`src/mfu_pkg.sv`:
```
package mfu_pkg;

  localparam int MOTORS_DEFAULT      = 4;
  localparam int QUEUE_DEPTH_DEFAULT = 2;

  localparam int ID_W      = 11;
  localparam int THR_W     = 13;
  localparam int CFG_IDX_W = 2;
  localparam int CFG_DATA_W = 13;

  localparam logic [ID_W-1:0]  ID_BASE_RESET = 11'd513;
  localparam logic [THR_W-1:0] THR_RESET     = 13'd4095;

  typedef enum logic [CFG_IDX_W-1:0] {
    REG_ID_BASE  = 2'd0,
    REG_JUMP_THR = 2'd1
  } cfg_reg_t;

  typedef struct packed {
    logic [15:0] angle;
    logic [15:0] speed;
    logic [15:0] torque;
  } frame_t;

  localparam int TURNS_W = 24;
  localparam logic signed [TURNS_W-1:0] TURNS_MAX = 24'sh7FFFFF;
  localparam logic signed [TURNS_W-1:0] TURNS_MIN = 24'sh800000;

  localparam int TOTAL_W  = 37;
  localparam int SANGLE_W = 36;
  localparam int SSPEED_W = 19;

  // shaft speed: floor(s * 64 / 9), numerator biased positive
  localparam int SPD_NUM_W   = 23;
  localparam int SPD_RECIP_W = 24;
  localparam int SPD_PROD_W  = SPD_NUM_W + SPD_RECIP_W;
  localparam int SPD_SHIFT   = 27;
  localparam int SPD_DIV     = 9;
  localparam int SPD_OFS_LOG = 18;
  localparam logic [SPD_NUM_W-1:0] SPD_BIAS = 23'(SPD_DIV * (1 << SPD_OFS_LOG));
  localparam logic [SPD_RECIP_W-1:0] SPD_RECIP =
    24'(((64'd1 << SPD_SHIFT) + 64'(SPD_DIV) - 64'd1) / 64'(SPD_DIV));

  // shaft angle fraction: floor(d * 2560 / 8191), numerator biased positive
  localparam int ANG_NUM_W   = 29;
  localparam int ANG_RECIP_W = 30;
  localparam int ANG_PROD_W  = ANG_NUM_W + ANG_RECIP_W;
  localparam int ANG_SHIFT   = 42;
  localparam int ANG_DIV     = 8191;
  localparam int ANG_OFS_LOG = 15;
  localparam logic [ANG_NUM_W-1:0] ANG_BIAS = 29'(ANG_DIV * (1 << ANG_OFS_LOG));
  localparam logic [ANG_RECIP_W-1:0] ANG_RECIP =
    30'(((64'd1 << ANG_SHIFT) + 64'(ANG_DIV) - 64'd1) / 64'(ANG_DIV));

endpackage

```
`src/motor_feedback_unwrap.sv`:
```
// a request taken from the queue passes the update, multiply and final steps of the
// four-step back-end sequencer into the result register, waiting for a free output;
// no new request is taken until the last one is in the result register
// requests whose identifier lies outside the motor range give no result
// reset: registers take their reset values, every motor is marked unseen,
// queue and result register empty; no clearing pass
module motor_feedback_unwrap #(
  parameter int MOTORS      = mfu_pkg::MOTORS_DEFAULT,
  parameter int QUEUE_DEPTH = mfu_pkg::QUEUE_DEPTH_DEFAULT
) (
  input  logic                                clk,
  input  logic                                rst_n,
  input  logic                                cfg_valid,
  output logic                                cfg_ready,
  input  logic [mfu_pkg::CFG_IDX_W-1:0]       cfg_index,
  input  logic [mfu_pkg::CFG_DATA_W-1:0]      cfg_wdata,
  input  logic                                in_valid,
  output logic                                in_ready,
  input  logic [mfu_pkg::ID_W-1:0]            in_frame_id,
  input  logic [7:0]                          in_angle_high,
  input  logic [7:0]                          in_angle_low,
  input  logic [7:0]                          in_speed_high,
  input  logic [7:0]                          in_speed_low,
  input  logic [7:0]                          in_torque_high,
  input  logic [7:0]                          in_torque_low,
  output logic                                out_valid,
  input  logic                                out_ready,
  output logic [1:0]                          out_motor_index,
  output logic [15:0]                         out_rotor_angle,
  output logic signed [15:0]                  out_rotor_speed,
  output logic signed [15:0]                  out_torque_current,
  output logic signed [mfu_pkg::SSPEED_W-1:0] out_shaft_speed_q8,
  output logic signed [mfu_pkg::TURNS_W-1:0]  out_turn_count,
  output logic signed [mfu_pkg::TOTAL_W-1:0]  out_rotor_counts_total,
  output logic signed [mfu_pkg::SANGLE_W-1:0] out_shaft_angle_q8
);

  localparam int IW = (MOTORS > 1) ? $clog2(MOTORS) : 1;
  localparam int QW = IW + $bits(mfu_pkg::frame_t);

  logic [mfu_pkg::ID_W-1:0]  id_base_r;
  logic [mfu_pkg::THR_W-1:0] jump_thr_r;

  logic                      push_valid;
  logic                      push_ready;
  logic [IW-1:0]             push_idx;
  mfu_pkg::frame_t           push_frame;
  logic                      pop_valid;
  logic                      pop_ready;
  logic [QW-1:0]             pop_data;
  logic [IW-1:0]             pop_idx;
  mfu_pkg::frame_t           pop_frame;

  assign cfg_ready = 1'b1;

  always_ff @(posedge clk) begin
    if (!rst_n) begin
      id_base_r  <= mfu_pkg::ID_BASE_RESET;
      jump_thr_r <= mfu_pkg::THR_RESET;
    end else if (cfg_valid) begin
      case (cfg_index)
        mfu_pkg::REG_ID_BASE:  id_base_r  <= cfg_wdata[mfu_pkg::ID_W-1:0];
        mfu_pkg::REG_JUMP_THR: jump_thr_r <= cfg_wdata[mfu_pkg::THR_W-1:0];
        default: ;
      endcase
    end
  end

  mfu_front #(.MOTORS(MOTORS)) u_front (
    .in_valid       (in_valid),
    .in_ready       (in_ready),
    .in_frame_id    (in_frame_id),
    .in_angle_high  (in_angle_high),
    .in_angle_low   (in_angle_low),
    .in_speed_high  (in_speed_high),
    .in_speed_low   (in_speed_low),
    .in_torque_high (in_torque_high),
    .in_torque_low  (in_torque_low),
    .id_base        (id_base_r),
    .push_valid     (push_valid),
    .push_ready     (push_ready),
    .push_idx       (push_idx),
    .push_frame     (push_frame)
  );

  mfu_queue #(.W(QW), .DEPTH(QUEUE_DEPTH)) u_queue (
    .clk        (clk),
    .rst_n      (rst_n),
    .push_valid (push_valid),
    .push_ready (push_ready),
    .push_data  ({push_idx, push_frame}),
    .pop_valid  (pop_valid),
    .pop_ready  (pop_ready),
    .pop_data   (pop_data)
  );

  assign pop_idx   = pop_data[QW-1:$bits(mfu_pkg::frame_t)];
  assign pop_frame = pop_data[$bits(mfu_pkg::frame_t)-1:0];

  mfu_back #(.MOTORS(MOTORS)) u_back (
    .clk                    (clk),
    .rst_n                  (rst_n),
    .jump_threshold         (jump_thr_r),
    .q_valid                (pop_valid),
    .q_ready                (pop_ready),
    .q_idx                  (pop_idx),
    .q_frame                (pop_frame),
    .out_valid              (out_valid),
    .out_ready              (out_ready),
    .out_motor_index        (out_motor_index),
    .out_rotor_angle        (out_rotor_angle),
    .out_rotor_speed        (out_rotor_speed),
    .out_torque_current     (out_torque_current),
    .out_shaft_speed_q8     (out_shaft_speed_q8),
    .out_turn_count         (out_turn_count),
    .out_rotor_counts_total (out_rotor_counts_total),
    .out_shaft_angle_q8     (out_shaft_angle_q8)
  );

endmodule

```
`src/mfu_front.sv`:
```
module mfu_front #(
  parameter int MOTORS = mfu_pkg::MOTORS_DEFAULT
) (
  input  logic                            in_valid,
  output logic                            in_ready,
  input  logic [mfu_pkg::ID_W-1:0]        in_frame_id,
  input  logic [7:0]                      in_angle_high,
  input  logic [7:0]                      in_angle_low,
  input  logic [7:0]                      in_speed_high,
  input  logic [7:0]                      in_speed_low,
  input  logic [7:0]                      in_torque_high,
  input  logic [7:0]                      in_torque_low,
  input  logic [mfu_pkg::ID_W-1:0]        id_base,
  output logic                            push_valid,
  input  logic                            push_ready,
  output logic [((MOTORS > 1) ? $clog2(MOTORS) : 1)-1:0] push_idx,
  output mfu_pkg::frame_t                 push_frame
);

  localparam int IW = (MOTORS > 1) ? $clog2(MOTORS) : 1;

  logic [mfu_pkg::ID_W:0] diff;
  logic                   hit;

  assign diff = {1'b0, in_frame_id} - {1'b0, id_base};
  assign hit  = !diff[mfu_pkg::ID_W] && (diff < (mfu_pkg::ID_W + 1)'(MOTORS));

  assign in_ready   = push_ready;
  assign push_valid = in_valid && hit;
  assign push_idx   = IW'(diff);

  assign push_frame.angle  = {in_angle_high, in_angle_low};
  assign push_frame.speed  = {in_speed_high, in_speed_low};
  assign push_frame.torque = {in_torque_high, in_torque_low};

endmodule

```
`src/mfu_queue.sv`:
```
module mfu_queue #(
  parameter int W     = 8,
  parameter int DEPTH = mfu_pkg::QUEUE_DEPTH_DEFAULT
) (
  input  logic         clk,
  input  logic         rst_n,
  input  logic         push_valid,
  output logic         push_ready,
  input  logic [W-1:0] push_data,
  output logic         pop_valid,
  input  logic         pop_ready,
  output logic [W-1:0] pop_data
);

  localparam int PW = $clog2(DEPTH);
  localparam int CW = $clog2(DEPTH + 1);

  logic [W-1:0]  mem_r [DEPTH];
  logic [PW-1:0] wr_ptr_r;
  logic [PW-1:0] rd_ptr_r;
  logic [CW-1:0] count_r;
  logic          push_fire;
  logic          pop_fire;

  assign push_ready = (count_r != CW'(DEPTH));
  assign pop_valid  = (count_r != '0);
  assign pop_data   = mem_r[rd_ptr_r];
  assign push_fire  = push_valid && push_ready;
  assign pop_fire   = pop_valid && pop_ready;

  always_ff @(posedge clk) begin
    if (!rst_n) begin
      wr_ptr_r <= '0;
      rd_ptr_r <= '0;
      count_r  <= '0;
    end else begin
      if (push_fire) begin
        mem_r[wr_ptr_r] <= push_data;
        wr_ptr_r <= (wr_ptr_r == PW'(DEPTH - 1)) ? '0 : wr_ptr_r + 1'b1;
      end
      if (pop_fire) begin
        rd_ptr_r <= (rd_ptr_r == PW'(DEPTH - 1)) ? '0 : rd_ptr_r + 1'b1;
      end
      if (push_fire && !pop_fire) begin
        count_r <= count_r + 1'b1;
      end else if (pop_fire && !push_fire) begin
        count_r <= count_r - 1'b1;
      end
    end
  end

  a_ptr_count: assert property (@(posedge clk) disable iff (!rst_n)
    (wr_ptr_r == rd_ptr_r) |-> (count_r == '0 || count_r == CW'(DEPTH)))
    else $error("queue pointers disagree with fill count");

endmodule

```
`src/mfu_back.sv`:
```
module mfu_back #(
  parameter int MOTORS = mfu_pkg::MOTORS_DEFAULT
) (
  input  logic                                    clk,
  input  logic                                    rst_n,
  input  logic [mfu_pkg::THR_W-1:0]               jump_threshold,
  input  logic                                    q_valid,
  output logic                                    q_ready,
  input  logic [((MOTORS > 1) ? $clog2(MOTORS) : 1)-1:0] q_idx,
  input  mfu_pkg::frame_t                         q_frame,
  output logic                                    out_valid,
  input  logic                                    out_ready,
  output logic [1:0]                              out_motor_index,
  output logic [15:0]                             out_rotor_angle,
  output logic signed [15:0]                      out_rotor_speed,
  output logic signed [15:0]                      out_torque_current,
  output logic signed [mfu_pkg::SSPEED_W-1:0]     out_shaft_speed_q8,
  output logic signed [mfu_pkg::TURNS_W-1:0]      out_turn_count,
  output logic signed [mfu_pkg::TOTAL_W-1:0]      out_rotor_counts_total,
  output logic signed [mfu_pkg::SANGLE_W-1:0]     out_shaft_angle_q8
);

  localparam int IW = (MOTORS > 1) ? $clog2(MOTORS) : 1;

  typedef enum logic [1:0] {S_IDLE, S_UPD, S_MUL, S_FIN} state_t;

  state_t                                   state_r;
  logic [IW-1:0]                            idx_r;
  mfu_pkg::frame_t                          frame_r;

  logic [15:0]                              last_angle_r [MOTORS];
  logic [15:0]                              zero_offset_r [MOTORS];
  logic signed [mfu_pkg::TURNS_W-1:0]       turns_r [MOTORS];
  logic [MOTORS-1:0]                        seen_r;

  logic signed [mfu_pkg::TURNS_W-1:0]       turns_new_r;
  logic signed [16:0]                       diff_r;
  logic [mfu_pkg::SPD_NUM_W-1:0]            spd_num_r;
  logic [mfu_pkg::ANG_NUM_W-1:0]            ang_num_r;
  logic [mfu_pkg::SPD_PROD_W-1:0]           spd_prod_r;
  logic [mfu_pkg::ANG_PROD_W-1:0]           ang_prod_r;
  logic signed [mfu_pkg::TOTAL_W-1:0]       tprod_r;

  logic                                     out_valid_r;
  logic [1:0]                               out_idx_r;
  mfu_pkg::frame_t                          out_frame_r;
  logic signed [mfu_pkg::SSPEED_W-1:0]      out_sspeed_r;
  logic signed [mfu_pkg::TURNS_W-1:0]       out_turns_r;
  logic signed [mfu_pkg::TOTAL_W-1:0]       out_total_r;
  logic signed [mfu_pkg::SANGLE_W-1:0]      out_sangle_r;

  logic                                     seen_c;
  logic [15:0]                              last_eff;
  logic [15:0]                              off_eff;
  logic signed [mfu_pkg::TURNS_W-1:0]       t_eff;
  logic signed [16:0]                       delta;
  logic signed [16:0]                       thr_s;
  logic signed [mfu_pkg::TURNS_W-1:0]       turns_nxt;
  logic signed [16:0]                       diff_nxt;
  logic signed [mfu_pkg::ANG_NUM_W-1:0]     diff_x;
  logic signed [mfu_pkg::SPD_NUM_W-1:0]     spd_x;
  logic [mfu_pkg::ANG_NUM_W-1:0]            ang_num_nxt;
  logic [mfu_pkg::SPD_NUM_W-1:0]            spd_num_nxt;
  logic [mfu_pkg::SPD_PROD_W-mfu_pkg::SPD_SHIFT-1:0] spd_q;
  logic [mfu_pkg::ANG_PROD_W-mfu_pkg::ANG_SHIFT-1:0] ang_q;
  logic signed [mfu_pkg::ANG_PROD_W-mfu_pkg::ANG_SHIFT-1:0] ang_frac;
  logic signed [mfu_pkg::SANGLE_W-1:0]      t36;
  logic signed [mfu_pkg::SSPEED_W-1:0]      sspeed_nxt;
  logic signed [mfu_pkg::SANGLE_W-1:0]      sangle_nxt;
  logic signed [mfu_pkg::TOTAL_W-1:0]       total_nxt;
  logic                                     out_free;

  // first frame of a motor: offset and last angle take the new angle
  assign seen_c   = seen_r[idx_r];
  assign last_eff = seen_c ? last_angle_r[idx_r] : frame_r.angle;
  assign off_eff  = seen_c ? zero_offset_r[idx_r] : frame_r.angle;
  assign t_eff    = seen_c ? turns_r[idx_r] : '0;

  assign delta = $signed({1'b0, frame_r.angle}) - $signed({1'b0, last_eff});
  assign thr_s = $signed({4'b0, jump_threshold});

  always_comb begin
    turns_nxt = t_eff;
    if (delta > thr_s) begin
      if (t_eff != mfu_pkg::TURNS_MIN) turns_nxt = t_eff - 1'b1;
    end else if (delta < -thr_s) begin
      if (t_eff != mfu_pkg::TURNS_MAX) turns_nxt = t_eff + 1'b1;
    end
  end

  assign diff_nxt    = $signed({1'b0, frame_r.angle}) - $signed({1'b0, off_eff});
  assign diff_x      = mfu_pkg::ANG_NUM_W'(diff_nxt);
  assign ang_num_nxt = $unsigned(diff_x <<< 11) + $unsigned(diff_x <<< 9) + mfu_pkg::ANG_BIAS;
  assign spd_x       = mfu_pkg::SPD_NUM_W'($signed(frame_r.speed));
  assign spd_num_nxt = $unsigned(spd_x <<< 6) + mfu_pkg::SPD_BIAS;

  // remove the biases after the reciprocal multiplies
  assign spd_q      = spd_prod_r[mfu_pkg::SPD_PROD_W-1:mfu_pkg::SPD_SHIFT];
  assign ang_q      = ang_prod_r[mfu_pkg::ANG_PROD_W-1:mfu_pkg::ANG_SHIFT];
  assign sspeed_nxt = $signed(mfu_pkg::SSPEED_W'(spd_q - ($bits(spd_q))'(1 << mfu_pkg::SPD_OFS_LOG)));
  assign ang_frac   = $signed(ang_q - ($bits(ang_q))'(1 << mfu_pkg::ANG_OFS_LOG));
  assign t36        = mfu_pkg::SANGLE_W'(turns_new_r);
  assign sangle_nxt = (t36 <<< 11) + (t36 <<< 9) + mfu_pkg::SANGLE_W'(ang_frac);
  assign total_nxt  = tprod_r + mfu_pkg::TOTAL_W'(diff_r);

  assign out_free = !out_valid_r || out_ready;
  assign q_ready  = (state_r == S_IDLE);

  always_ff @(posedge clk) begin
    if (!rst_n) begin
      state_r     <= S_IDLE;
      seen_r      <= '0;
      out_valid_r <= 1'b0;
    end else begin
      if (out_valid_r && out_ready && state_r != S_FIN) out_valid_r <= 1'b0;
      case (state_r)
        S_IDLE: begin
          if (q_valid) begin
            idx_r   <= q_idx;
            frame_r <= q_frame;
            state_r <= S_UPD;
          end
        end
        S_UPD: begin
          last_angle_r[idx_r]  <= frame_r.angle;
          zero_offset_r[idx_r] <= off_eff;
          turns_r[idx_r]       <= turns_nxt;
          seen_r[idx_r]        <= 1'b1;
          turns_new_r          <= turns_nxt;
          diff_r               <= diff_nxt;
          ang_num_r            <= ang_num_nxt;
          spd_num_r            <= spd_num_nxt;
          state_r              <= S_MUL;
        end
        S_MUL: begin
          spd_prod_r <= mfu_pkg::SPD_PROD_W'(spd_num_r) * mfu_pkg::SPD_PROD_W'(mfu_pkg::SPD_RECIP);
          ang_prod_r <= mfu_pkg::ANG_PROD_W'(ang_num_r) * mfu_pkg::ANG_PROD_W'(mfu_pkg::ANG_RECIP);
          tprod_r    <= (mfu_pkg::TOTAL_W'(turns_new_r) <<< 13) - mfu_pkg::TOTAL_W'(turns_new_r);
          state_r    <= S_FIN;
        end
        S_FIN: begin
          if (out_free) begin
            out_valid_r  <= 1'b1;
            out_idx_r    <= 2'(idx_r);
            out_frame_r  <= frame_r;
            out_sspeed_r <= sspeed_nxt;
            out_turns_r  <= turns_new_r;
            out_total_r  <= total_nxt;
            out_sangle_r <= sangle_nxt;
            state_r      <= S_IDLE;
          end
        end
        default: state_r <= S_IDLE;
      endcase
    end
  end

  assign out_valid              = out_valid_r;
  assign out_motor_index        = out_idx_r;
  assign out_rotor_angle        = out_frame_r.angle;
  assign out_rotor_speed        = $signed(out_frame_r.speed);
  assign out_torque_current     = $signed(out_frame_r.torque);
  assign out_shaft_speed_q8     = out_sspeed_r;
  assign out_turn_count         = out_turns_r;
  assign out_rotor_counts_total = out_total_r;
  assign out_shaft_angle_q8     = out_sangle_r;

  a_turn_step: assert property (@(posedge clk) disable iff (!rst_n)
    (state_r == S_UPD) |-> (turns_nxt == t_eff || turns_nxt == t_eff + 1'b1 ||
                            turns_nxt == t_eff - 1'b1))
    else $error("turn counter moved by more than one");

  a_first_frame: assert property (@(posedge clk) disable iff (!rst_n)
    (state_r == S_UPD && !seen_c) |=>
      (seen_r[idx_r] && zero_offset_r[idx_r] == frame_r.angle && turns_r[idx_r] == turns_new_r))
    else $error("first frame did not set up motor state");

  a_out_source: assert property (@(posedge clk) disable iff (!rst_n)
    $rose(out_valid_r) |-> $past(state_r == S_FIN))
    else $error("result raised outside the final step");

endmodule
```
`config.mk`:
```
export PLATFORM = sky130hd
export DESIGN_NAME = motor_feedback_unwrap
export DESIGN_NICKNAME = d
export VERILOG_FILES = /design/src/mfu_pkg.sv /design/src/motor_feedback_unwrap.sv /design/src/mfu_front.sv /design/src/mfu_queue.sv /design/src/mfu_back.sv
export SDC_FILE = /design/constraint.sdc
export NUM_CORES = 2
export LEC_CHECK = 0
export BUFFER_PORTS_ARGS = -buffer_cell sky130_fd_sc_hd__buf_2
export CORE_AREA = 2 2 264 266
export CTS_CLUSTER_SIZE = 30
export DETAILED_ROUTE_END_ITERATION = 6
export DIE_AREA = 0 0 266 268
export GPL_TIMING_DRIVEN = 0
export HOLD_SLACK_MARGIN = 0.15
export PLACE_DENSITY = 0.87
export SYNTH_ARGS = -nofsm -noshare
export SYNTH_HDL_FRONTEND = slang
export SYNTH_SLANG_ARGS = --single-unit
```
`constraint.sdc`:
```
create_clock -name clk -period 10.35 [get_ports clk]
set_clock_uncertainty 0.2 [all_clocks]
set_input_delay 1.5525 -clock clk [delete_from_list [all_inputs] [get_ports clk]]
set_output_delay 1.5525 -clock clk [all_outputs]
set_load 0.1 [all_outputs]
```
==> flow_summary.yaml <==
clock_network:
  cts_sinks: 724
  cts_hold_buf: 0
  cts_made_buffers: 77
  clockRootBuffer: "clkbuf_16"
  path_clk_slew_ns: 0.07
  tritoncts: "built"
  clkLatencyLatePin_ns: 0.65
  h-tree-depth: 3
  cts_buffer_depth: 3
route:
  avgRoutedWirePerCell_um: 19.9
  vias: 26600
  totalWireLength_um: 90500
  via_per_inst: 5.86
  firstDrtPassIters: 6
  ant_nets: 0
  drt_iter0_markers: 2012
  drc_errors: 0
finish:
  fin_nets: 4299
  areaGrowthSynthToFinish_pct: 12.8
  multi_input_area_mm2: 0.0190
  layout-drive-gt1-share_pct: 15.0
  ff_latch_area_mm2: 0.0214
  final_common_cell: "edfxtp_1"
  utilization_pct: 69.5
  nFillCells: 4529
  mostFrequentLayoutCells: "edfxtp_1 (689), ha_1 (496), inv_1 (381), buf_2 (251), a21oi_1 (158)"
global_routing:
  antenna_found_initial: 5
  grt_pass1_vias: 26800
  grt-ovfl-total: 0
  globalRouteMet3Util_pct: 3.64
  grt_use_met1_pct: 33.7
  grt.busiest_layer: "met2"
  grt_max_degree: 74
  grt_pass1_wl_um: 141000
  use_met2_pct: 42.9
  grt_usage_pct: 25.5
sta:
  maxSlewHeadroom_pct: 25.6
  hold_ws_ns: 0.210
  final_hold_viol_count: 0
  min_period_ns: 9.87
  min_period_over_period_pct: 95.4
  slew_violations: 0
  clock.fmax_mhz: 101
  setup_viol: 0
  tightest_slew_ns: 1.11
logic_synthesis:
  synth_top_area_share_pct: 49.2
  synthDistinctLibCells: 94
  syn-num-nets: 3946
  synth_seq_cells: 724
  syn_area_per_cell_um2: 13.0
  syn-cell-area_mm2: 0.0420
  yosys.area.top_type: "edfxtp_1"
  synth_edf_count: 689
  yosysWarnings: 0
  netlist_top_cells_area: "edfxtp_1 (49%), ha_1 (15%), fa_1 (6.1%)"
  syn_inst: 3242
  synth_flop_cell: "edfxtp_1"
  ys_seq_area_share_pct: 50.9
  synth-async-reset-ratio_pct: 0
die:
  rows: 96
  initial_core_util_pct: 61.6
  fp.dieH_um: 268
  die_area_mm2: 0.0713
  die_x_um: 266
  core_mm2: 0.0682
  io_pins: 248
hold_path:
  hold_depth: 0
  holdPathEnd: "u_back.out_shaft_angle_q8[0]$_DFFE_PP_"
  hold_start: "u_back.ang_prod_r[42]$_DFFE_PP_"
  hp-class: "reg -> reg"
job:
  max_cap_violations: 0
setup_path:
  critPathMaxFanout: 10
  crit_path_end_kind: "flip-flop"
  crit_path_top_delay_cell: "nor2_1"
  crit_arrival_ns: 10.00
  critPathKind: "reg -> reg"
  regToRegSetupSlack_ns: 0.48
  cpMostUsedCell: "nor2_1"
  rr_endpoint: "u_back.turns_r[0][16]$_DFFE_PP_"
  start_kind: "flip-flop"
  r2r-start: "u_back.idx_r[1]$_DFFE_PP_"
  ff2ff_path_depth: 32
  max_stage_delay_ns: 0.67
  worstPathRequired_ns: 10.48
placed_design:
  dp_hpwl_um: 67200
  placement.io_buffers: 246
  gp_congestion: 0.954
run_status:
  status: "finished clean"
==> area by class of cell <==
| class | count | area share, % |
|---|---|---|
| diodes | 4 | 0.0211 |
| plain buffers | 49 | 0.499 |
| clock buffers | 93 | 4.30 |
| well taps | 882 | 2.33 |
| repair buffers | 274 | 3.50 |
| multi-input cells | 2086 | 40.1 |
| inverters | 383 | 3.04 |
| clock inverters | 45 | 1.06 |
| flip-flops and latches | 724 | 45.1 |
==> stage by stage <==
stage / setup TNS, ns / setup slack, ns / std cells / instance area [µm²]
5_1_grt: -0.0920 / -0.0227 / 4540 / 47400
6_report: 0 / 0.477 / 4540 / 47400
3_3_place_gp: -548.31 / -3.31 / 4370 / 44400
3_5_place_dp: 0 / 0.770 / 4398 / 44900
4_1_cts: 0 / 0.605 / 4536 / 47400
2_1_floorplan: 0 / 0.686 / 3242 / 42000
==> per-layer routing <==
layer / share of wire [%] / wire (µm) / vias to the layer above
met3: 6.6 / 5950 / 213
met1: 41 / 37400 / 12900
li1: - / - / 12600
met5: 0 / 0 / -
met4: 3.6 / 3240 / 0
met2: 49 / 43900 / 949
==> registers in the layout, indices dropped and copies added, names as in the netlist, 17 cells and up <==
register	cells
u_back.out_shaft_speed_q8	19
u_back.last_angle_r	64
u_back.turns_new_r	24
u_back.spd_prod_r	19
u_back.turns_r	96
u_queue.mem_r	100
u_back.spd_num_r	17
u_back.out_turn_count	24
u_back.ang_prod_r	17
u_back.zero_offset_r	64
u_back.out_rotor_counts_total	37
u_back.ang_num_r	20
u_back.frame_r	48
u_back.out_shaft_angle_q8	36
u_back.tprod_r	37
==> cell usage after synthesis, drive strengths merged, types with 15 or more instances <==
| cell type | instances |
|---|---|
| mux2i | 19 |
| nor2 | 157 |
| a21o | 54 |
| a211oi | 15 |
| nand3 | 58 |
| a21oi | 159 |
| a31oi | 16 |
| nor4 | 20 |
| clkbuf | 29 |
| nand2 | 154 |
| o21bai | 15 |
| and3 | 17 |
| inv | 382 |
| mux2 | 69 |
| a21boi | 25 |
| nor3 | 42 |
| buf | 20 |
| o21a | 48 |
| o21ai | 95 |
| xor2 | 58 |
| fa | 129 |
| o211ai | 23 |
| xnor2 | 137 |
| dfxtp | 35 |
| or2 | 17 |
| ha | 496 |
| and2 | 19 |
| nor2b | 31 |
| edfxtp | 689 |
| nand2b | 21 |
| mux4 | 42 |
==> worst max path at each step <==
stage	start	end	cells past startpoint
2_1_floorplan	rst_n	u_back.out_motor_index[0]$_DFFE_PP_	3
3_3_place_gp	rst_n	u_back.out_shaft_angle_q8[7]$_DFFE_PP_	4
3_5_place_dp	u_back.idx_r[1]$_DFFE_PP_	u_back.turns_r[0][14]$_DFFE_PP_	31
4_1_cts	u_back.idx_r[1]$_DFFE_PP_	u_back.turns_r[2][14]$_DFFE_PP_	31
5_1_grt	u_back.idx_r[1]$_DFFE_PP_	u_back.turns_r[0][16]$_DFFE_PP_	32
6_report	u_back.idx_r[1]$_DFFE_PP_	u_back.turns_r[0][16]$_DFFE_PP_	32
==> what timing repair did <==
| action | CTS | global route |
|---|---|---|
| gates resized for setup | 0 | 2 |
| buffers inserted | 0 | 0 |
| endpoints found under the setup margin | 0 | 15 |
==> critical path, delay by kind of cell, from the launching register on <==
family	cells	cell delay, ns
AND/OR/NAND/NOR	9	1.65
flip-flops	1	0.59
XOR/XNOR	2	0.89
buffers and inverters	7	2.77
AO/OA/AOI/OAI	9	1.81
adder cells (fa/ha/maj)	3	0.97
multiplexers	2	0.63
==> cell families (layout without fill, tap and decap cells) <==
group                    Yosys count  in the layout  synth area share [%]
flip-flops                       724            724                  50.9
adder cells (fa/ha/maj)          625            625                  20.9
AND/OR/NAND/NOR                  600            600                  7.16
AO/OA/AOI/OAI                    535            535                  8.36
buffers and inverters            432            844                  3.98
XOR/XNOR                         195            195                  4.06
multiplexers                     130            130                  4.63
other                              1              5               0.00892
Power is not shown: default switching activity piles up to over one toggle a cycle in this logic, so the estimate is an artifact.
